==> src/rtl/collider_table_overlap_sweep_defines.svh <==
// ---------------------------------------------------------------------------
// collider table overlap sweep: assertion macros
// shared checking shorthands for the collider table rtl
// ---------------------------------------------------------------------------
`ifndef COLLIDER_TABLE_OVERLAP_SWEEP_DEFINES_SVH
`define COLLIDER_TABLE_OVERLAP_SWEEP_DEFINES_SVH

// same-cycle implication, clocked on i_clk, off during reset
`define CTOS_ASSERT_NOW(label, ante, cons, msg) \
    label: assert property (@(posedge i_clk) disable iff (!i_rst_n) (ante) |-> (cons)) \
        else $error(msg);

// next-cycle implication, clocked on i_clk, off during reset
`define CTOS_ASSERT_NEXT(label, ante, cons, msg) \
    label: assert property (@(posedge i_clk) disable iff (!i_rst_n) (ante) |=> (cons)) \
        else $error(msg);

`endif

==> src/rtl/ctos_pkg.sv <==
// ---------------------------------------------------------------------------
// ctos_pkg
// types, codes and sizes shared by the collider table rtl
// ---------------------------------------------------------------------------
package ctos_pkg;

    // table size and derived widths
    localparam int SLOTS  = 8;
    localparam int SLOT_W = (SLOTS > 1) ? $clog2(SLOTS) : 1;
    localparam int CNT_W  = $clog2(SLOTS + 1);

    // command codes
    localparam logic [1:0] CMD_ADD   = 2'd0;
    localparam logic [1:0] CMD_MARK  = 2'd1;
    localparam logic [1:0] CMD_SWEEP = 2'd2;
    localparam logic [1:0] CMD_CLEAR = 2'd3;

    // status codes
    localparam logic [1:0] STATUS_DONE  = 2'd0;
    localparam logic [1:0] STATUS_FULL  = 2'd1;
    localparam logic [1:0] STATUS_EMPTY = 2'd2;

    // entry kinds
    localparam logic [1:0] KIND_PLAYER = 2'd0;
    localparam logic [1:0] KIND_GROUND = 2'd1;
    localparam logic [1:0] KIND_NONE   = 2'd2;
    localparam logic [1:0] KIND_WIN    = 2'd3;

    // player/ground, ground/player and none/ground enabled after reset
    localparam logic [15:0] PAIR_ENABLE_RESET = 16'd530;

    typedef struct packed {
        logic        [14:0] h;
        logic        [14:0] w;
        logic signed [15:0] y;
        logic signed [15:0] x;
    } t_rect;

    typedef struct packed {
        t_rect       rect;
        logic [1:0]  kind;
        logic        notify;
    } t_entry;

    localparam int ENTRY_W = $bits(t_entry);

endpackage

==> src/rtl/ctos_ram.sv <==
// ---------------------------------------------------------------------------
// ctos_ram
// generic single write port, single read port ram with registered read
// ---------------------------------------------------------------------------
module ctos_ram #(
    parameter int WIDTH = 8,
    parameter int DEPTH = 8
) (
    input  logic                                          i_clk,
    input  logic                                          i_we,
    input  logic [((DEPTH > 1) ? $clog2(DEPTH) : 1)-1:0] i_waddr,
    input  logic [WIDTH-1:0]                              i_wdata,
    input  logic                                          i_re,
    input  logic [((DEPTH > 1) ? $clog2(DEPTH) : 1)-1:0] i_raddr,
    output logic [WIDTH-1:0]                              o_rdata
);

    logic [WIDTH-1:0] r_mem [DEPTH];
    logic [WIDTH-1:0] r_rdata;

    // write port
    always_ff @(posedge i_clk) begin
        if (i_we) begin
            r_mem[i_waddr] <= i_wdata;
        end
    end

    // registered read, held while not enabled
    always_ff @(posedge i_clk) begin
        if (i_re) begin
            r_rdata <= r_mem[i_raddr];
        end
    end

    assign o_rdata = r_rdata;

endmodule

==> src/rtl/ctos_overlap.sv <==
// ---------------------------------------------------------------------------
// ctos_overlap
// strict overlap test of two axis-aligned rectangles
// ---------------------------------------------------------------------------
module ctos_overlap (
    input  ctos_pkg::t_rect i_a,
    input  ctos_pkg::t_rect i_b,
    output logic            o_overlap
);

    logic signed [16:0] ax, ay, bx, by;
    logic signed [16:0] ax_end, ay_end, bx_end, by_end;

    // sign-extend edges, zero-extend extents by two bits so sums cannot wrap
    assign ax = {i_a.x[15], i_a.x};
    assign ay = {i_a.y[15], i_a.y};
    assign bx = {i_b.x[15], i_b.x};
    assign by = {i_b.y[15], i_b.y};

    assign ax_end = ax + $signed({2'b00, i_a.w});
    assign ay_end = ay + $signed({2'b00, i_a.h});
    assign bx_end = bx + $signed({2'b00, i_b.w});
    assign by_end = by + $signed({2'b00, i_b.h});

    // touching edges do not count
    assign o_overlap = !((by_end <= ay) || (by >= ay_end) ||
                         (bx_end <= ax) || (bx >= ax_end));

endmodule

==> src/rtl/collider_table_overlap_sweep.sv <==
// ---------------------------------------------------------------------------
// collider_table_overlap_sweep
// table of rectangles with add, mark, clear and an overlap sweep
// ---------------------------------------------------------------------------
// Usage: commands arrive on the input channel (i_in_valid / o_in_stall) with
// the rectangle, kind, notify and slot fields. Results leave on the output
// channel (o_out_valid / i_out_stall) through one output register; the final
// result of every command has o_last set. The pair enable register is written
// through i_cfg_valid / o_cfg_ready, which is always ready; write it only
// while no command is in flight.
// Sequence: add, mark and clear each give a single result, loaded into the
// output register from the single state once that register is free. A sweep
// first frees marked slots, then steps through the source slots; an occupied
// source is read through the registered ram read, and a reporting source then
// steps through every slot, reading each other occupied slot for the overlap
// test and giving one result per reported pair, then a final result. The table
// ram's single read port paces the sweep.
// The block takes one command at a time; o_in_stall is high until the last
// result has been placed in the output register.
// Reset empties the table and restores the pair enable register. While the
// receiver stalls, the result is held and the sequencer waits before loading the next.
// ---------------------------------------------------------------------------
`include "collider_table_overlap_sweep_defines.svh"

module collider_table_overlap_sweep (
    input  logic               i_clk,
    input  logic               i_rst_n,
    // command channel
    input  logic               i_in_valid,
    output logic               o_in_stall,
    input  logic [1:0]         i_command,
    input  logic signed [15:0] i_rect_x,
    input  logic signed [15:0] i_rect_y,
    input  logic [14:0]        i_rect_w,
    input  logic [14:0]        i_rect_h,
    input  logic [1:0]         i_kind,
    input  logic               i_notify,
    input  logic [2:0]         i_slot_sel,
    // result channel
    output logic               o_out_valid,
    input  logic               i_out_stall,
    output logic [1:0]         o_status,
    output logic [2:0]         o_slot_out,
    output logic               o_hit_valid,
    output logic [2:0]         o_source_slot,
    output logic [2:0]         o_other_slot,
    output logic               o_last,
    output logic [3:0]         o_occupied_count,
    // configuration channel
    input  logic               i_cfg_valid,
    output logic               o_cfg_ready,
    input  logic [15:0]        i_cfg_pair_enable
);

    localparam int SLOTS  = ctos_pkg::SLOTS;
    localparam int SLOT_W = ctos_pkg::SLOT_W;
    localparam int CNT_W  = ctos_pkg::CNT_W;

    // sequencer states
    localparam logic [3:0] S_IDLE    = 4'd0;
    localparam logic [3:0] S_SINGLE  = 4'd1;
    localparam logic [3:0] S_FREE    = 4'd2;
    localparam logic [3:0] S_SRC_RD  = 4'd3;
    localparam logic [3:0] S_SRC_LAT = 4'd4;
    localparam logic [3:0] S_OTH_RD  = 4'd5;
    localparam logic [3:0] S_OTH_CMP = 4'd6;
    localparam logic [3:0] S_HIT     = 4'd7;
    localparam logic [3:0] S_DONE    = 4'd8;

    logic [3:0]             r_state, n_state;
    logic [CNT_W-1:0]       r_i, n_i;
    logic [CNT_W-1:0]       r_j, n_j;
    logic [SLOTS-1:0]       r_occupied, n_occupied;
    logic [SLOTS-1:0]       r_pending, n_pending;
    logic [15:0]            r_pair_enable;
    logic [1:0]             r_cmd, n_cmd;
    ctos_pkg::t_entry       r_entry, n_entry;
    logic [2:0]             r_slot_sel, n_slot_sel;
    ctos_pkg::t_entry       r_src, n_src;

    logic                   r_out_valid, n_out_valid;
    logic [1:0]             r_status, n_status;
    logic [2:0]             r_slot_out, n_slot_out;
    logic                   r_hit_valid, n_hit_valid;
    logic [2:0]             r_source_slot, n_source_slot;
    logic [2:0]             r_other_slot, n_other_slot;
    logic                   r_last, n_last;
    logic [3:0]             r_count, n_count;

    logic                   w_out_free;
    logic                   w_out_load;
    logic                   w_free_found;
    logic [SLOT_W-1:0]      w_free_idx;
    logic                   w_sel_ok;
    logic                   w_ram_we;
    logic                   w_ram_re;
    logic [SLOT_W-1:0]      w_ram_raddr;
    logic [ctos_pkg::ENTRY_W-1:0] w_ram_rdata;
    ctos_pkg::t_entry       w_rd;
    logic                   w_overlap;

    // entry table
    ctos_ram #(
        .WIDTH (ctos_pkg::ENTRY_W),
        .DEPTH (SLOTS)
    ) u_table (
        .i_clk   (i_clk),
        .i_we    (w_ram_we),
        .i_waddr (w_free_idx),
        .i_wdata (r_entry),
        .i_re    (w_ram_re),
        .i_raddr (w_ram_raddr),
        .o_rdata (w_ram_rdata)
    );

    assign w_rd = ctos_pkg::t_entry'(w_ram_rdata);

    // shared overlap unit: held source against the entry just read
    ctos_overlap u_overlap (
        .i_a       (r_src.rect),
        .i_b       (w_rd.rect),
        .o_overlap (w_overlap)
    );

    // lowest free slot
    always_comb begin
        w_free_found = 1'b0;
        w_free_idx   = '0;
        for (int k = SLOTS - 1; k >= 0; k--) begin
            if (!r_occupied[k]) begin
                w_free_found = 1'b1;
                w_free_idx   = SLOT_W'(k);
            end
        end
    end

    assign w_sel_ok = ({1'b0, r_slot_sel} < 4'(SLOTS)) &&
                      r_occupied[r_slot_sel[SLOT_W-1:0]];

    assign w_out_free = !r_out_valid || !i_out_stall;

    // sequencer
    always_comb begin
        n_state       = r_state;
        n_i           = r_i;
        n_j           = r_j;
        n_occupied    = r_occupied;
        n_pending     = r_pending;
        n_cmd         = r_cmd;
        n_entry       = r_entry;
        n_slot_sel    = r_slot_sel;
        n_src         = r_src;
        w_ram_we      = 1'b0;
        w_ram_re      = 1'b0;
        w_ram_raddr   = r_i[SLOT_W-1:0];
        w_out_load    = 1'b0;
        n_status      = ctos_pkg::STATUS_DONE;
        n_slot_out    = '0;
        n_hit_valid   = 1'b0;
        n_source_slot = '0;
        n_other_slot  = '0;
        n_last        = 1'b1;

        case (r_state)
            S_IDLE: begin
                if (i_in_valid) begin
                    n_cmd            = i_command;
                    n_entry.rect.x   = i_rect_x;
                    n_entry.rect.y   = i_rect_y;
                    n_entry.rect.w   = i_rect_w;
                    n_entry.rect.h   = i_rect_h;
                    n_entry.kind     = i_kind;
                    n_entry.notify   = i_notify;
                    n_slot_sel       = i_slot_sel;
                    n_state = (i_command == ctos_pkg::CMD_SWEEP) ? S_FREE : S_SINGLE;
                end
            end
            S_SINGLE: begin
                if (w_out_free) begin
                    w_out_load = 1'b1;
                    n_state    = S_IDLE;
                    case (r_cmd)
                        ctos_pkg::CMD_ADD: begin
                            if (w_free_found) begin
                                w_ram_we               = 1'b1;
                                n_occupied[w_free_idx] = 1'b1;
                                n_pending[w_free_idx]  = 1'b0;
                                n_slot_out             = 3'(w_free_idx);
                            end else begin
                                n_status = ctos_pkg::STATUS_FULL;
                            end
                        end
                        ctos_pkg::CMD_MARK: begin
                            if (w_sel_ok) begin
                                n_pending[r_slot_sel[SLOT_W-1:0]] = 1'b1;
                            end else begin
                                n_status = ctos_pkg::STATUS_EMPTY;
                            end
                        end
                        ctos_pkg::CMD_CLEAR: begin
                            n_occupied = '0;
                            n_pending  = '0;
                        end
                        default: begin
                        end
                    endcase
                end
            end
            // free every marked slot before testing
            S_FREE: begin
                n_occupied = r_occupied & ~r_pending;
                n_pending  = '0;
                n_i        = '0;
                n_state    = S_SRC_RD;
            end
            S_SRC_RD: begin
                if (r_i == CNT_W'(SLOTS)) begin
                    n_state = S_DONE;
                end else if (!r_occupied[r_i[SLOT_W-1:0]]) begin
                    n_i = r_i + CNT_W'(1);
                end else begin
                    w_ram_re    = 1'b1;
                    w_ram_raddr = r_i[SLOT_W-1:0];
                    n_state     = S_SRC_LAT;
                end
            end
            // only player and none entries that want reports act as sources
            S_SRC_LAT: begin
                n_src = w_rd;
                if ((w_rd.kind inside {ctos_pkg::KIND_PLAYER, ctos_pkg::KIND_NONE}) &&
                    w_rd.notify) begin
                    n_j     = '0;
                    n_state = S_OTH_RD;
                end else begin
                    n_i     = r_i + CNT_W'(1);
                    n_state = S_SRC_RD;
                end
            end
            S_OTH_RD: begin
                if (r_j == CNT_W'(SLOTS)) begin
                    n_i     = r_i + CNT_W'(1);
                    n_state = S_SRC_RD;
                end else if (!r_occupied[r_j[SLOT_W-1:0]] || (r_j == r_i)) begin
                    n_j = r_j + CNT_W'(1);
                end else begin
                    w_ram_re    = 1'b1;
                    w_ram_raddr = r_j[SLOT_W-1:0];
                    n_state     = S_OTH_CMP;
                end
            end
            S_OTH_CMP: begin
                if (w_overlap && r_pair_enable[{r_src.kind, w_rd.kind}]) begin
                    n_state = S_HIT;
                end else begin
                    n_j     = r_j + CNT_W'(1);
                    n_state = S_OTH_RD;
                end
            end
            S_HIT: begin
                if (w_out_free) begin
                    w_out_load    = 1'b1;
                    n_hit_valid   = 1'b1;
                    n_source_slot = 3'(r_i[SLOT_W-1:0]);
                    n_other_slot  = 3'(r_j[SLOT_W-1:0]);
                    n_last        = 1'b0;
                    n_j           = r_j + CNT_W'(1);
                    n_state       = S_OTH_RD;
                end
            end
            S_DONE: begin
                if (w_out_free) begin
                    w_out_load = 1'b1;
                    n_state    = S_IDLE;
                end
            end
            default: begin
                n_state = S_IDLE;
            end
        endcase

        n_count = 4'($countones(n_occupied));

        // output register load or drain
        if (w_out_load) begin
            n_out_valid = 1'b1;
        end else if (!i_out_stall) begin
            n_out_valid = 1'b0;
        end else begin
            n_out_valid = r_out_valid;
        end
    end

    // control registers
    always_ff @(posedge i_clk) begin
        if (!i_rst_n) begin
            r_state       <= S_IDLE;
            r_occupied    <= '0;
            r_pending     <= '0;
            r_pair_enable <= ctos_pkg::PAIR_ENABLE_RESET;
            r_out_valid   <= 1'b0;
        end else begin
            r_state     <= n_state;
            r_occupied  <= n_occupied;
            r_pending   <= n_pending;
            r_out_valid <= n_out_valid;
            if (i_cfg_valid) begin
                r_pair_enable <= i_cfg_pair_enable;
            end
        end
    end

    // payload registers
    always_ff @(posedge i_clk) begin
        r_i        <= n_i;
        r_j        <= n_j;
        r_cmd      <= n_cmd;
        r_entry    <= n_entry;
        r_slot_sel <= n_slot_sel;
        r_src      <= n_src;
        if (w_out_load) begin
            r_status      <= n_status;
            r_slot_out    <= n_slot_out;
            r_hit_valid   <= n_hit_valid;
            r_source_slot <= n_source_slot;
            r_other_slot  <= n_other_slot;
            r_last        <= n_last;
            r_count       <= n_count;
        end
    end

    // ports
    assign o_in_stall       = (r_state != S_IDLE);
    assign o_cfg_ready      = 1'b1;
    assign o_out_valid      = r_out_valid;
    assign o_status         = r_status;
    assign o_slot_out       = r_slot_out;
    assign o_hit_valid      = r_hit_valid;
    assign o_source_slot    = r_source_slot;
    assign o_other_slot     = r_other_slot;
    assign o_last           = r_last;
    assign o_occupied_count = r_count;

    // checks
    `CTOS_ASSERT_NOW(a_pending_occupied, 1'b1, (r_pending & ~r_occupied) == '0,
                     "mark on free slot")
    `CTOS_ASSERT_NOW(a_hit_distinct, r_out_valid && r_hit_valid,
                     (r_source_slot != r_other_slot) && !r_last, "bad pair result")
    `CTOS_ASSERT_NEXT(a_accept_busy, (r_state == S_IDLE) && i_in_valid,
                      r_state != S_IDLE, "command not taken")
    `CTOS_ASSERT_NEXT(a_last_idle, w_out_load && n_last, r_state == S_IDLE,
                      "last result left block busy")

endmodule
==> config.mk <==
export PLATFORM = sky130hd
export DESIGN_NAME = collider_table_overlap_sweep
export DESIGN_NICKNAME = d
export VERILOG_FILES = /design/src/rtl/ctos_pkg.sv /design/src/rtl/ctos_ram.sv /design/src/rtl/ctos_overlap.sv /design/src/rtl/collider_table_overlap_sweep.sv
export VERILOG_INCLUDE_DIRS = /design/src /design/src/rtl
export SDC_FILE = /design/constraint.sdc
export NUM_CORES = 1
export LEC_CHECK = 0
export BUFFER_PORTS_ARGS = -buffer_cell sky130_fd_sc_hd__buf_2
export CORE_ASPECT_RATIO = 0.5
export CORE_MARGIN = 2
export CORE_UTILIZATION = 50
export CTS_BUF_LIST = sky130_fd_sc_hd__clkbuf_4 sky130_fd_sc_hd__clkbuf_8
export DETAILED_ROUTE_END_ITERATION = 6
export PLACE_DENSITY = 0.7
export SLEW_MARGIN = 20
export SYNTH_ARGS = -nofsm -noshare
export SYNTH_HDL_FRONTEND = slang
export SYNTH_SLANG_ARGS = --single-unit
==> constraint.sdc <==
create_clock -name i_clk -period 6.07 [get_ports i_clk]
set_input_delay 0.607 -clock i_clk [delete_from_list [all_inputs] [get_ports i_clk]]
set_output_delay 0.607 -clock i_clk [all_outputs]
set_load 0.01 [all_outputs]
==> metrics.txt, run 1 <==
total power per unit cell area=between 400 and 500 nW/um^2; effective utilization at floorplan=0.503; total congestion overflow=0; CORE AREA=between 60000 and 70000 sq um; r2r worst-path depth=21; relative area change from synthesis to final layout=12.2%; die boundary width=371 um; slowest cell delay on critical path=~0.50 ns; cell chosen for the clock root=sky130_fd_sc_hd__clkbuf_8; largest voltage drop on the vdd net=262 uV; number of top-level pins=111; cell with the most instances after synthesis=sky130_fd_sc_hd__edfxtp_1; RR Endpoint=r_j[2]; post-route clock skew=between 0.04 and 0.05 ns; weighted congestion reported at the end of routability-driven placement=between 0.9 and 1; Tmin final=roughly 4.8 ns; count of flip-flops with a built-in enable after synthesis=between 700 and 800; setup repair after global routing missed its margin=no; Detailed Place HPWL=between 40 and 50 mm; share of the core filled with cells in the final layout=0.565; ranking of synthesized cells by instance count=744 x sky130_fd_sc_hd__edfxtp_1, 454 x sky130_fd_sc_hd__nand2_1, 165 x sky130_fd_sc_hd__nand3_1, 138 x sky130_fd_sc_hd__ha_1, 103 x sky130_fd_sc_hd__nor2_1; Critical Path Start Type=flip-flop; post-route fraction of the period consumed by the critical path=0.798; Via density=roughly 5.6; routed wire length=around 75 mm; combined buffer and inverter count along the critical path=2; Post-CTS Setup Inserts=0; Post-route DRC=0; most used flip-flop cell after synthesis=sky130_fd_sc_hd__edfxtp_1; leakage power summed over all cells=roughly 14 nW; number of placement rows=67; CTS tree=built; Netlist cell types=a little under 70; CTS Buffer Depth=3; final-stage net count=roughly 3000; wire length of the first global-routing pass=roughly 120 mm; share of the synthesized area in the top cell type=0.665; class of the most critical setup path=reg2reg; sum of negative setup slack=0 ns; latest clock arrival within the worst-skew pair=roughly 0.73 ns; worst min-delay path endpoint=r_entry[51]; total die area=approximately 69000 sq um; origin of the worst min-delay path=i_rect_h[1]; Slew HR=0.285; register-to-register setup slack=~1.2 ns; adder-cell share of the synthesized area=0.0562; antenna viol nets, final=0; Critical Path, Cell by Cell=ha_1 -> inv_1 -> fa_1 -> nor2b_1 -> o21ai_0 -> a21boi_0 -> o41ai_1 -> o211ai_1 -> a31o_2 -> a21o_1 -> xnor2_1 -> ha_1 -> and4_1 -> nand2_1 -> or4_1 -> nand3_1 -> a221oi_1 -> nand4_1 -> nor4b_1 -> buf_4 -> and3b_1; Starting DRT DRC Count=approximately 2000; xor and xnor fraction of the mapped netlist area=0.0154; WHS Path Cells=1; share of the yosys chip area belonging to registers=0.687; vias post-DR=20662; simple-gate area share of the yosys netlist=0.123; number of clock buffers inserted by TritonCTS=106; number of sinks driven by the clock tree=781; Synth Warn #=0; net count of the mapped netlist=2730; startpoint of the worst register-to-register path=r_src[19]; max-capacitance violation count=0; result of the run=finished, final reports clean; post-synthesis average cell area=approximately 13 sq um; Final Cell Area=about 38000 sq um; clock slew at the register clock pins of the worst setup and hold paths=0.07 ns; Worst path top cell family by delay=compound AO/OA/AOI/OAI gates; hold crit path type=in2reg; top post-synthesis cells by area=sky130_fd_sc_hd__edfxtp_1 67%, sky130_fd_sc_hd__ha_1 5.1%, sky130_fd_sc_hd__nand2_1 5.1%; number of standard cells after synthesis=~2500; dominant combinational cell family by area after synthesis=simple AND/OR/NAND/NOR gates; endpoint kind of the worst setup timing path=flip-flop; GRT Util Overall=0.217; post-layout total power=between 15 and 20 mW; most prevalent standard cell on the critical path=sky130_fd_sc_hd__ha_1; setup slack after layout=between 1 and 1.5 ns; number of detailed-routing iterations run before antenna repair=5; count of state elements after synthesis=781; Final Hold Violating Endpoints=0; fraction of the mapped netlist area in compound gates=0.0605; library cell occupying the most area in the post-synthesis netlist=sky130_fd_sc_hd__edfxtp_1; post-CTS sizing=0; post-detailed-route wirelength per cell=just over 20 um; H-tree levels=3; via count of the first global-routing pass=slightly above 20000; maximum number of pins on one net before global-route repair=between 100 and 150; portion of netlist area occupied by mux cells=0.0333; WP data arrival=around 5.2 ns; Critical Path RT=around 6.5 ns; transition at the pin with the smallest max-transition slack=between 1 and 1.5 ns; ratio of cells with drive above 1 in the final layout=0.128; Post-DP Area=roughly 35000 sq um; die height=between 150 and 200 um; Slew Viols, Final=0; maximum fanout count along the critical path=4; worst hold-check slack=~0.068 ns; cts-stage hold buffer count=27; number of antenna violations at the first check in global routing=2; worst setup slack before clock tree synthesis=between 1 and 1.5 ns; final number of setup-violating endpoints=0; proportion of register bits with asynchronous set or reset after synthesis=0; Critical-path top delay cell=sky130_fd_sc_hd__o41ai_1; non-filler instance count after layout=3661; area of the mapped netlist=~34000 sq um; dpl cells=between 3000 and 4000; IO buf count=109; highest achievable clock rate=approximately 210 MHz
==> worst reg2reg max path: stages, from the launching register on <==
cell and delay, ns:
sky130_fd_sc_hd__edfxtp_1 0.40, sky130_fd_sc_hd__ha_1 0.25, sky130_fd_sc_hd__inv_1 0.08, sky130_fd_sc_hd__fa_1 0.20, sky130_fd_sc_hd__nor2b_1 0.05, sky130_fd_sc_hd__o21ai_0 0.19
sky130_fd_sc_hd__a21boi_0 0.16, sky130_fd_sc_hd__o41ai_1 0.50, sky130_fd_sc_hd__o211ai_1 0.23, sky130_fd_sc_hd__a31o_2 0.27, sky130_fd_sc_hd__a21o_1 0.19, sky130_fd_sc_hd__xnor2_1 0.13
sky130_fd_sc_hd__ha_1 0.28, sky130_fd_sc_hd__and4_1 0.19, sky130_fd_sc_hd__nand2_1 0.07, sky130_fd_sc_hd__or4_1 0.49, sky130_fd_sc_hd__nand3_1 0.12, sky130_fd_sc_hd__a221oi_1 0.08
sky130_fd_sc_hd__nand4_1 0.11, sky130_fd_sc_hd__nor4b_1 0.06, sky130_fd_sc_hd__buf_4 0.16, sky130_fd_sc_hd__and3b_1 0.31
==> worst max-delay path by stage <==
stage | slack (ns) | startpoint | cells past startpoint | to
after floorplan | 1.23 | i_out_stall | 6 | u_table.r_mem[1][0]
after global placement | 1.29 | i_out_stall | 17 | o_occupied_count[2]
after detailed placement | 1.27 | i_out_stall | 17 | o_occupied_count[2]
after CTS | 1.26 | r_src[19] | 21 | r_j[3]
after global routing | 0.78 | r_src[19] | 21 | r_j[3]
final | 1.23 | r_src[19] | 21 | r_j[2]
==> power by group <==
part           switching [mW]  total (mW)  leakage [nW]  internal (mW)
Sequential              0.402        7.10          7.04           6.70
Clock                    1.97        4.03          1.11           2.06
Combinational            2.59        4.02          5.51           1.43
==> sequential cells by signal (all words and copies together), names as in the netlist, 3 cells and up <==
| register | flops |
|---|---|
| r_slot_sel | 3 |
| o_source_slot | 3 |
| r_j | 4 |
| o_slot_out | 3 |
| o_other_slot | 3 |
| r_state | 4 |
| r_pair_enable | 16 |
| r_entry | 65 |
| r_i | 4 |
| r_pending | 8 |
| o_occupied_count | 4 |
| u_table.r_mem | 520 |
| r_occupied | 8 |
| u_table.o_rdata | 65 |
| r_src | 64 |
==> layout by cell type, fill, tap and decap left out, types with 8 or more instances in the layout <==
cell	count
sky130_fd_sc_hd__mux4_2	9
sky130_fd_sc_hd__clkbuf_8	111
sky130_fd_sc_hd__buf_4	35
sky130_fd_sc_hd__nand4_1	15
sky130_fd_sc_hd__nand3_1	165
sky130_fd_sc_hd__nor3_1	42
sky130_fd_sc_hd__a21oi_1	58
sky130_fd_sc_hd__o21a_1	11
sky130_fd_sc_hd__a21o_1	15
sky130_fd_sc_hd__a211oi_1	10
sky130_fd_sc_hd__clkinv_1	28
sky130_fd_sc_hd__clkinv_2	8
sky130_fd_sc_hd__nor2_1	94
sky130_fd_sc_hd__dfxtp_1	37
sky130_fd_sc_hd__and3_1	75
sky130_fd_sc_hd__dlygate4sd3_1	27
sky130_fd_sc_hd__mux2i_1	88
sky130_fd_sc_hd__nor2_4	9
sky130_fd_sc_hd__buf_2	109
sky130_fd_sc_hd__inv_1	88
sky130_fd_sc_hd__nand2b_1	13
sky130_fd_sc_hd__or3_1	10
sky130_fd_sc_hd__edfxtp_1	744
sky130_fd_sc_hd__nand2_1	454
sky130_fd_sc_hd__o21ai_0	59
sky130_fd_sc_hd__a31oi_1	12
sky130_fd_sc_hd__xnor2_1	40
sky130_fd_sc_hd__clkbuf_4	36
sky130_fd_sc_hd__ha_1	138
sky130_fd_sc_hd__and2_1	8
sky130_fd_sc_hd__xor2_1	19
sky130_fd_sc_hd__fa_1	8
sky130_fd_sc_hd__a32oi_1	66
sky130_fd_sc_hd__nor2b_1	16
==> layer usage <==
layer | track usage | share of wire
met1 | 0.331 | 0.47
met2 | 0.327 | 0.44
met3 | 0.0342 | 0.071
met4 | 0.0547 | 0.016
met5 | 0 | 0
==> layout make-up <==
cell class,count,area (sq um)
Antenna cell,1,2.50
Timing Repair Buffer,177,1210
Tap cell,897,1120
Clock buffer,147,1800
Inverter,90,338
Sequential cell,781,23100
Clock inverter,48,325
Fill cell,5345,29000
Multi-Input combinational cell,1520,9830
==> kinds of logic after synthesis <==
| logic type | after synthesis |
|---|---|
| xor gates and xnor gates | 59 |
| adders and majority gates | 146 |
| AOI/OAI and AO/OA | 295 |
| muxes | 100 |
| other | 1 |
| and+or+nand+nor | 919 |
| DFF | 781 |
| buffers and inverters | 192 |
(Power assumes the default switching activity.)
==> run 2: changes to the inputs <==
==> constraint.sdc (replaced) <==
create_clock -name i_clk -period 4.27 [get_ports i_clk]
set_input_delay 0.427 -clock i_clk [delete_from_list [all_inputs] [get_ports i_clk]]
set_output_delay 0.427 -clock i_clk [all_outputs]
set_load 0.01 [all_outputs]
==> run 2 against run 1 <==
Against the previous run:
- utilization up 2.6 points
- clock power up 45%
- largest cell class unchanged
- highest routed layer unchanged
- wire length up 2.7%
- critical endpoint is now r_j[0]
- register-to-register slack worse by 1.2 ns
==> metrics.txt, run 2 (same netlist as run 1, synthesis figures left out) <==
result of the run=finished, final reports clean; CTS Buffer Depth=3 (unchanged); vias post-DR=21105 (+2.1%); die height=187 um (unchanged); endpoint kind of the worst setup timing path=flip-flop; Slew HR=0.395 (+0.109); latest clock arrival within the worst-skew pair=0.75 ns (+0.02 ns); max-capacitance violation count=0 (unchanged); maximum fanout count along the critical path=4 (unchanged); Sequential Power Share=0.452 (-0.017); number of clock buffers inserted by TritonCTS=106 (unchanged); CTS tree=built; combined buffer and inverter count along the critical path=1 (-1); class of the most critical setup path=reg2reg; Max Used Layer=met4; wire length of the first global-routing pass=118 mm (+1.6%); wire length the detailed router placed on met1=35.4 mm (+0.58%); slowest cell delay on critical path=0.49 ns (about the same); met2 wire length=34.5 mm (+3.4%); cell chosen for the clock root=sky130_fd_sc_hd__clkbuf_8; Critical Path, Cell by Cell=ha_4 -> a211oi_2 -> o21bai_2 -> o311ai_1 -> buf_4 -> nand3_1 -> o211ai_1 -> o2111ai_1 -> a21oi_1 -> xnor2_1 -> ha_1 -> a211o_1 -> a311oi_1 -> a21oi_1 -> o31a_1 -> nor4b_4 -> and3b_2; Final Cell Area=39400 sq um (+4.6%); most common cell after layout, fill and taps aside=sky130_fd_sc_hd__edfxtp_1; final number of setup-violating endpoints=0 (unchanged); total congestion overflow=0 (unchanged); Detailed Place HPWL=46.3 mm (+1.5%); WP data arrival=4.74 ns (-0.49 ns); GRT Util Overall=0.221 (+0.00384); post-detailed-route wirelength per cell=20.3 um (-1.1%); total power per unit cell area=564 nW/um^2 (+40%); Via density=5.55 (-1.6%); hold crit path type=in2reg; share of the core filled with cells in the final layout=0.591 (+0.0260); clock slew at the register clock pins of the worst setup and hold paths=0.06 ns (about the same); Starting DRT DRC Count=2209 (+8.0%); effective utilization at floorplan=0.503 (unchanged); Tmin final=4.26 ns (-0.585 ns); transition at the pin with the smallest max-transition slack=0.905 ns (-0.166 ns); flip-flop count of the largest register, all copies and words added=520 (unchanged); Worst path top cell family by delay=compound AO/OA/AOI/OAI gates; cell internal power dissipation=15.0 mW (+47%); number of top-level pins=111 (unchanged); number of antenna violations at the first check in global routing=4 (+2); relative area change from synthesis to final layout=17.4%; IO buf count=109 (unchanged); Critical Path Start Type=flip-flop; antenna viol nets, final=0 (unchanged); routed length on met3=6.00 mm (+13%); Post-DP Area=36100 sq um (+2.2%); sw frac=0.328 (+0.000373); final-stage net count=3054 (+4.8%); Critical Path RT=4.75 ns (-1.71 ns); Post-route DRC=0 (unchanged); CORE AREA=66700 sq um (unchanged); register with the most flip-flops=u_table.r_mem; setup repair after global routing missed its margin=yes; highest achievable clock rate=235 MHz (+14%); net load switching power=7.30 mW (+47%); number of detailed-routing iterations run before antenna repair=6 (+1); number of sinks driven by the clock tree=781 (unchanged); die boundary width=371 um (unchanged); number of placement rows=67 (unchanged); Critical-path top delay cell=sky130_fd_sc_hd__edfxtp_1; Final Hold Violating Endpoints=0 (unchanged); routed wire length=77.1 mm (+2.7%); post-route clock skew=0.0413 ns (-0.00282 ns); portion of total power attributed to the clock network=0.262 (-0.004); maximum number of pins on one net before global-route repair=66 (-40%); ratio of cells with drive above 1 in the final layout=0.167 (+0.0389); most used cells in the layout excluding fill and tap cells=744 x sky130_fd_sc_hd__edfxtp_1, 454 x sky130_fd_sc_hd__nand2_1, 162 x sky130_fd_sc_hd__nand3_1; largest voltage drop on the vdd net=325 uV (+24%); Slew Viols, Final=0 (unchanged); total die area=69400 sq um (unchanged); H-tree levels=3 (unchanged); weighted congestion reported at the end of routability-driven placement=0.880 (-4.9%); logic gate share of total power=0.285 (+0.020); leakage power summed over all cells=14.4 nW (+5.8%); via count of the first global-routing pass=20683 (+2.5%); post-route fraction of the period consumed by the critical path=0.998 (+0.199); most prevalent standard cell on the critical path=sky130_fd_sc_hd__a21oi_1
[run 2: cell types whose count changed in the layout (fill, tap and decap cells not counted), moves of 4 or more]
cell	change
sky130_fd_sc_hd__o21ai_2	+6
sky130_fd_sc_hd__nor3_1	-4
sky130_fd_sc_hd__clkinv_2	+5
sky130_fd_sc_hd__buf_4	+59
sky130_fd_sc_hd__clkinv_1	-7
sky130_fd_sc_hd__ha_4	+4
sky130_fd_sc_hd__buf_12	+21
sky130_fd_sc_hd__dlygate4sd3_1	+62
sky130_fd_sc_hd__ha_1	-7
sky130_fd_sc_hd__o21ai_0	-7
sky130_fd_sc_hd__nor3_2	+4
[run 2: path summary, 6_finish.rpt]
check             slack [ns]  cells after the start          endpoint                 from
setup / recovery        0.01                     17            r_j[0]             r_src[4]
hold / removal          0.05                      2  r_pair_enable[1]              i_rst_n
setup reg to reg        0.01                     17            r_j[0]             r_src[4]
hold reg to reg         0.46                      0         r_src[52]  u_table.o_rdata[52]
[run 2: per-layer routing]
layer	global-route usage	vias to the layer above
met5	0	-
met2	0.337	764
met1	0.327	10306
li1	-	9931
met3	0.0434	104
met4	0.0534	0
[run 2: power groups by stage]
stage          sequential (mW)  clock (mW)  combinational [mW]
2_1_floorplan             10.0           0                4.00
3_3_place_gp              10.2           0                6.02
3_5_place_dp              10.2           0                6.11
4_1_cts                   10.1        5.94                6.25
5_1_grt                   10.1        6.27                6.97
6_report                  10.1        5.84                6.35
[run 2: stage by stage]
step / TNS (ns) / hold slack (ns) / setup slack, ns / cells / total power [mW]
5_1_grt: -0.958 / 0.0209 / -0.236 / 3802 / 23.4
6_report: 0 / 0.0485 / 0.0105 / 3802 / 22.3
3_5_place_dp: -1.01 / 0.443 / -0.252 / 3508 / 16.3
4_1_cts: -0.339 / 0.00180 / -0.0854 / 3796 / 22.2
3_3_place_gp: -0.763 / 0.436 / -0.191 / 3508 / 16.2
2_1_floorplan: -121.71 / 0.431 / -0.387 / 2493 / 14.0
[run 2: layout make-up]
class	count	area, sq um
Tap cell	897	1120
Inverter	90	338
Sequential cell	781	23100
Clock inverter	48	384
Multi-Input combinational cell	1520	10100
Timing Repair Buffer	318	2660
Fill cell	5126	27300
Clock buffer	147	1790
Antenna cell	1	2.50
[run 2: repair_timing]
action                                  CTS  global route
endpoints found under the hold margin    87             0
resized for setup                        20            38
pin swaps                                25            29
hold buffers                             89             0
buffers inserted                          5             5
endpoints found under the setup margin    5             6
==> run 3: changes to the inputs <==
--- a/config.mk
+++ b/config.mk
@@ -16,4 +16,5 @@
 export SLEW_MARGIN = 20
 export SYNTH_ARGS = -nofsm -noshare
 export SYNTH_HDL_FRONTEND = slang
+export SYNTH_HIERARCHICAL = 1
 export SYNTH_SLANG_ARGS = --single-unit
==> run 3 against run 2 <==
Against the previous run:
- the flow now finishes with violations (negative setup slack)
- sequential share of layout area up 0.11 points
- area after synthesis up 0.74%
- sequential cell count unchanged
- wire length down 10%
- cell area down 0.20%
- utilization down 0.34 points
- count of clock-buffer cells in the layout down 2
- synthesized cell count down 22%
- clock power down 7.5%
- largest power group unchanged
- critical path type unchanged
==> metrics.txt, run 3 <==
count of state elements after synthesis=781 (unchanged); total power per unit cell area=392 nW/um^2 (-31%); count of flip-flops with a built-in enable after synthesis=744 (unchanged); post-route fraction of the period consumed by the critical path=1.00 (+0.00564); non-filler instance count after layout=3275 (-14%); number of detailed-routing iterations run before antenna repair=5 (-1); flip-flop count of the largest register, all copies and words added=520 (unchanged); largest voltage drop on the vdd net=279 uV (-14%); maximum number of pins on one net before global-route repair=71 (+7.6%); violations in the final reports=negative setup slack; Worst path top cell family by delay=simple AND/OR/NAND/NOR gates; Final Cell Area=39400 sq um (-0.20%); total die area=69900 sq um (+0.73%); GRT Util Overall=0.200 (-0.0208); area of the mapped netlist=33800 sq um (+0.74%); number of sinks driven by the clock tree=781 (unchanged); Starting DRT DRC Count=1469 (-33%); Critical Path RT=4.72 ns (-0.03 ns); WP data arrival=4.73 ns (about the same); slowest cell delay on critical path=0.44 ns (-0.05 ns); CORE AREA=67000 sq um (+0.38%); setup repair after global routing missed its margin=yes; number of antenna violations at the first check in global routing=1 (-3); Critical Path, Cell by Cell=ha_2 -> fa_2 -> a21o_1 -> a21oi_2 -> buf_4 -> nand3b_1 -> nand3_2 -> or4_4 -> nand3_4 -> ha_4 -> a21oi_2 -> o211ai_1 -> a31oi_4 -> o22ai_2 -> a211oi_2 -> and4_4 -> nand4b_1 -> nand2_1 -> a31oi_1 -> buf_4; portion of total power attributed to the clock network=0.350 (+0.088); combined buffer and inverter count along the critical path=2 (+1); cell internal power dissipation=12.0 mW (-20%); via count of the first global-routing pass=18699 (-9.6%); Critical Path Start Type=flip-flop; leakage power summed over all cells=13.8 nW (-4.3%); vias post-DR=18371 (-13%); Slew HR=0.272 (-0.123); sw frac=0.225 (-0.103); n_diodes=0 (-1); Tmin final=4.28 ns (+0.0241 ns); die boundary width=372 um (+0.37%); logic gate share of total power=0.071 (-0.214); Sequential Power Share=0.578 (+0.126); number of placement rows=67 (unchanged); weighted congestion reported at the end of routability-driven placement=0.879 (-0.17%); library cell occupying the most area in the post-synthesis netlist=sky130_fd_sc_hd__edfxtp_1; share of the yosys chip area belonging to registers=0.682 (-0.00506); endpoint kind of the worst setup timing path=flip-flop; Critical-path top delay cell=sky130_fd_sc_hd__or4_4; Netlist cell types=86 (+26%); proportion of register bits with asynchronous set or reset after synthesis=0 (unchanged); routed wire length=69.2 mm (-10%); Post-DP Area=36200 sq um (+0.39%); post-route clock skew=0.0486 ns (+0.00732 ns); Via density=5.61 (+1.1%); CTS tree=built; post-layout total power=15.4 mW (-31%); relative area change from synthesis to final layout=16.3%; Final Hold Violating Endpoints=0 (unchanged); H-tree levels=3 (unchanged); die height=188 um (+0.36%); number of filler cells placed in the layout=4945 (-3.5%); highest achievable clock rate=233 MHz (-0.56%); Post-route DRC=0 (unchanged); net load switching power=3.47 mW (-52%); wire length of the first global-routing pass=107 mm (-9.3%); net count of the mapped netlist=2194 (-20%); final-stage net count=2542 (-17%); max-capacitance violation count=0 (unchanged); hold crit path type=in2reg; number of clock buffers inserted by TritonCTS=105 (-0.94%); total congestion overflow=0 (unchanged); maximum fanout count along the critical path=4 (unchanged); Slew Viols, Final=0 (unchanged); dpl cells=2999 (-15%); clock slew at the register clock pins of the worst setup and hold paths=0.07 ns (about the same); cell chosen for the clock root=sky130_fd_sc_hd__clkbuf_8; setup slack after layout=-0.0136 ns (-0.0241 ns); most used cells in the layout excluding fill and tap cells=744 x sky130_fd_sc_hd__edfxtp_1, 138 x sky130_fd_sc_hd__mux4_2, 132 x sky130_fd_sc_hd__ha_1; antenna viol nets, final=0 (unchanged); IO buf count=109 (unchanged); final number of setup-violating endpoints=4 (+4); class of the most critical setup path=reg2reg; post-detailed-route wirelength per cell=21.1 um (+4.2%); latest clock arrival within the worst-skew pair=0.73 ns (-0.02 ns); most common cell after layout, fill and taps aside=sky130_fd_sc_hd__edfxtp_1; post-synthesis average cell area=17.3 sq um (+28%); Synth Warn #=6 (+6); top post-synthesis cells by area=sky130_fd_sc_hd__edfxtp_1 66%, sky130_fd_sc_hd__mux4_2 9.2%, sky130_fd_sc_hd__ha_1 5.1%; share of the synthesized area in the top cell type=0.660 (-0.00489); Detailed Place HPWL=41.0 mm (-11%); CTS Buffer Depth=3 (unchanged); number of standard cells after synthesis=1957 (-22%); cell with the most instances after synthesis=sky130_fd_sc_hd__edfxtp_1; result of the run=finished with violations; worst hold-check slack=0.0715 ns (+0.0229 ns); most used flip-flop cell after synthesis=sky130_fd_sc_hd__edfxtp_1; transition at the pin with the smallest max-transition slack=1.09 ns (+0.187 ns); ranking of synthesized cells by instance count=744 x sky130_fd_sc_hd__edfxtp_1, 138 x sky130_fd_sc_hd__ha_1, 138 x sky130_fd_sc_hd__mux4_2, 98 x sky130_fd_sc_hd__inv_1, 88 x sky130_fd_sc_hd__nor2_1; number of top-level pins=111 (unchanged); ratio of cells with drive above 1 in the final layout=0.281 (+0.114); register with the most flip-flops=u_table/r_mem; effective utilization at floorplan=0.505 (+0.00183)
==> run 3: cell types whose count changed after synthesis, sizes merged, moves of 27 or more <==
| cell | previous run | this run |
|---|---|---|
| a32oi | 66 | 3 |
| and3 | 75 | 14 |
| mux2 | 1 | 67 |
| mux2i | 90 | 25 |
| mux4 | 9 | 138 |
| nand2 | 454 | 51 |
| nand3 | 165 | 34 |
| o21ai | 63 | 36 |
==> run 3: cells by family (layout without fill, tap and decap cells) <==
logic type	Yosys count	count (layout)	share of synthesized area
AND/OR/NAND/NOR	320	320	0.0510
adder cells (fa/ha/maj)	146	146	0.0558
XOR/XNOR	55	55	0.0142
other	1	1	0.000111
AO/OA/AOI/OAI	259	259	0.0536
flip-flops	781	781	0.682
buffers and inverters	165	586	0.0216
multiplexers	230	230	0.122
==> run 3: what timing repair did <==
item                                    4_1_cts  5_1_grt
endpoints found under the setup margin        5        7
endpoints found under the hold margin        86        0
setup buffers                                 7        3
hold buffers                                 86        0
pin swaps                                    20       15
gates resized for setup                      37       12
==> run 3: final cells by class <==
class,instances,area [sq um],area share
clock buffer,145,1750,0.0445
clock inverter,35,219,0.00556
inverter,98,368,0.00935
multi-input combinational,1011,10400,0.264
sequential,781,23100,0.586
tap,897,1120,0.0285
timing repair buffer,308,2430,0.0618
==> run 3: worst register-to-register path, stage by stage, from the launching register on <==
cell	delay, ns
sky130_fd_sc_hd__edfxtp_1	0.39
sky130_fd_sc_hd__ha_2	0.21
sky130_fd_sc_hd__fa_2	0.34
sky130_fd_sc_hd__a21o_1	0.20
sky130_fd_sc_hd__a21oi_2	0.12
sky130_fd_sc_hd__buf_4	0.13
sky130_fd_sc_hd__nand3b_1	0.13
sky130_fd_sc_hd__nand3_2	0.10
sky130_fd_sc_hd__or4_4	0.44
sky130_fd_sc_hd__nand3_4	0.10
sky130_fd_sc_hd__ha_4	0.21
sky130_fd_sc_hd__a21oi_2	0.12
sky130_fd_sc_hd__o211ai_1	0.15
sky130_fd_sc_hd__a31oi_4	0.24
sky130_fd_sc_hd__o22ai_2	0.11
sky130_fd_sc_hd__a211oi_2	0.30
sky130_fd_sc_hd__and4_4	0.31
sky130_fd_sc_hd__nand4b_1	0.12
sky130_fd_sc_hd__nand2_1	0.09
sky130_fd_sc_hd__a31oi_1	0.04
sky130_fd_sc_hd__buf_4	0.16
==> run 3: stage by stage <==
step                      worst slack, ns  utilization  TNS (ns)
after floorplan                    -0.374            -   -159.47
after CTS                         0.00732        0.587         0
after detailed placement           -0.394        0.541     -1.94
after global routing               -0.261        0.588     -1.22
final                             -0.0136        0.588   -0.0537
after global placement             -0.330        0.541     -1.61
==> run 3: worst paths after layout <==
check | slack (ns) | cells after the start | start | endpoint
max | -0.01 | 20 | r_src[3] | r_j[1]
min | 0.07 | 2 | i_rst_n | r_pair_enable[4]
max reg2reg | -0.01 | 20 | r_src[3] | r_j[1]
min reg2reg | 0.45 | 0 | u_table/o_rdata[53] | r_src[53]
==> run 3: power by group through the flow <==
stage               combinational (mW)  sequential, mW  clock [mW]
floorplan                        0.701            9.02           0
global placement                  1.03            9.06           0
detailed placement                1.04            9.08           0
CTS                               1.11            8.92        5.56
global route                      1.19            8.95        5.86
finish                            1.10            8.92        5.40
==> run 3: layer usage <==
metal,GRT usage,share of wire,up-vias
met4,0.0518,0.018,2
met5,0,0.00019,-
met3,0.0358,0.050,94
met1,0.288,0.46,9277
li1,-,-,8508
met2,0.318,0.47,490
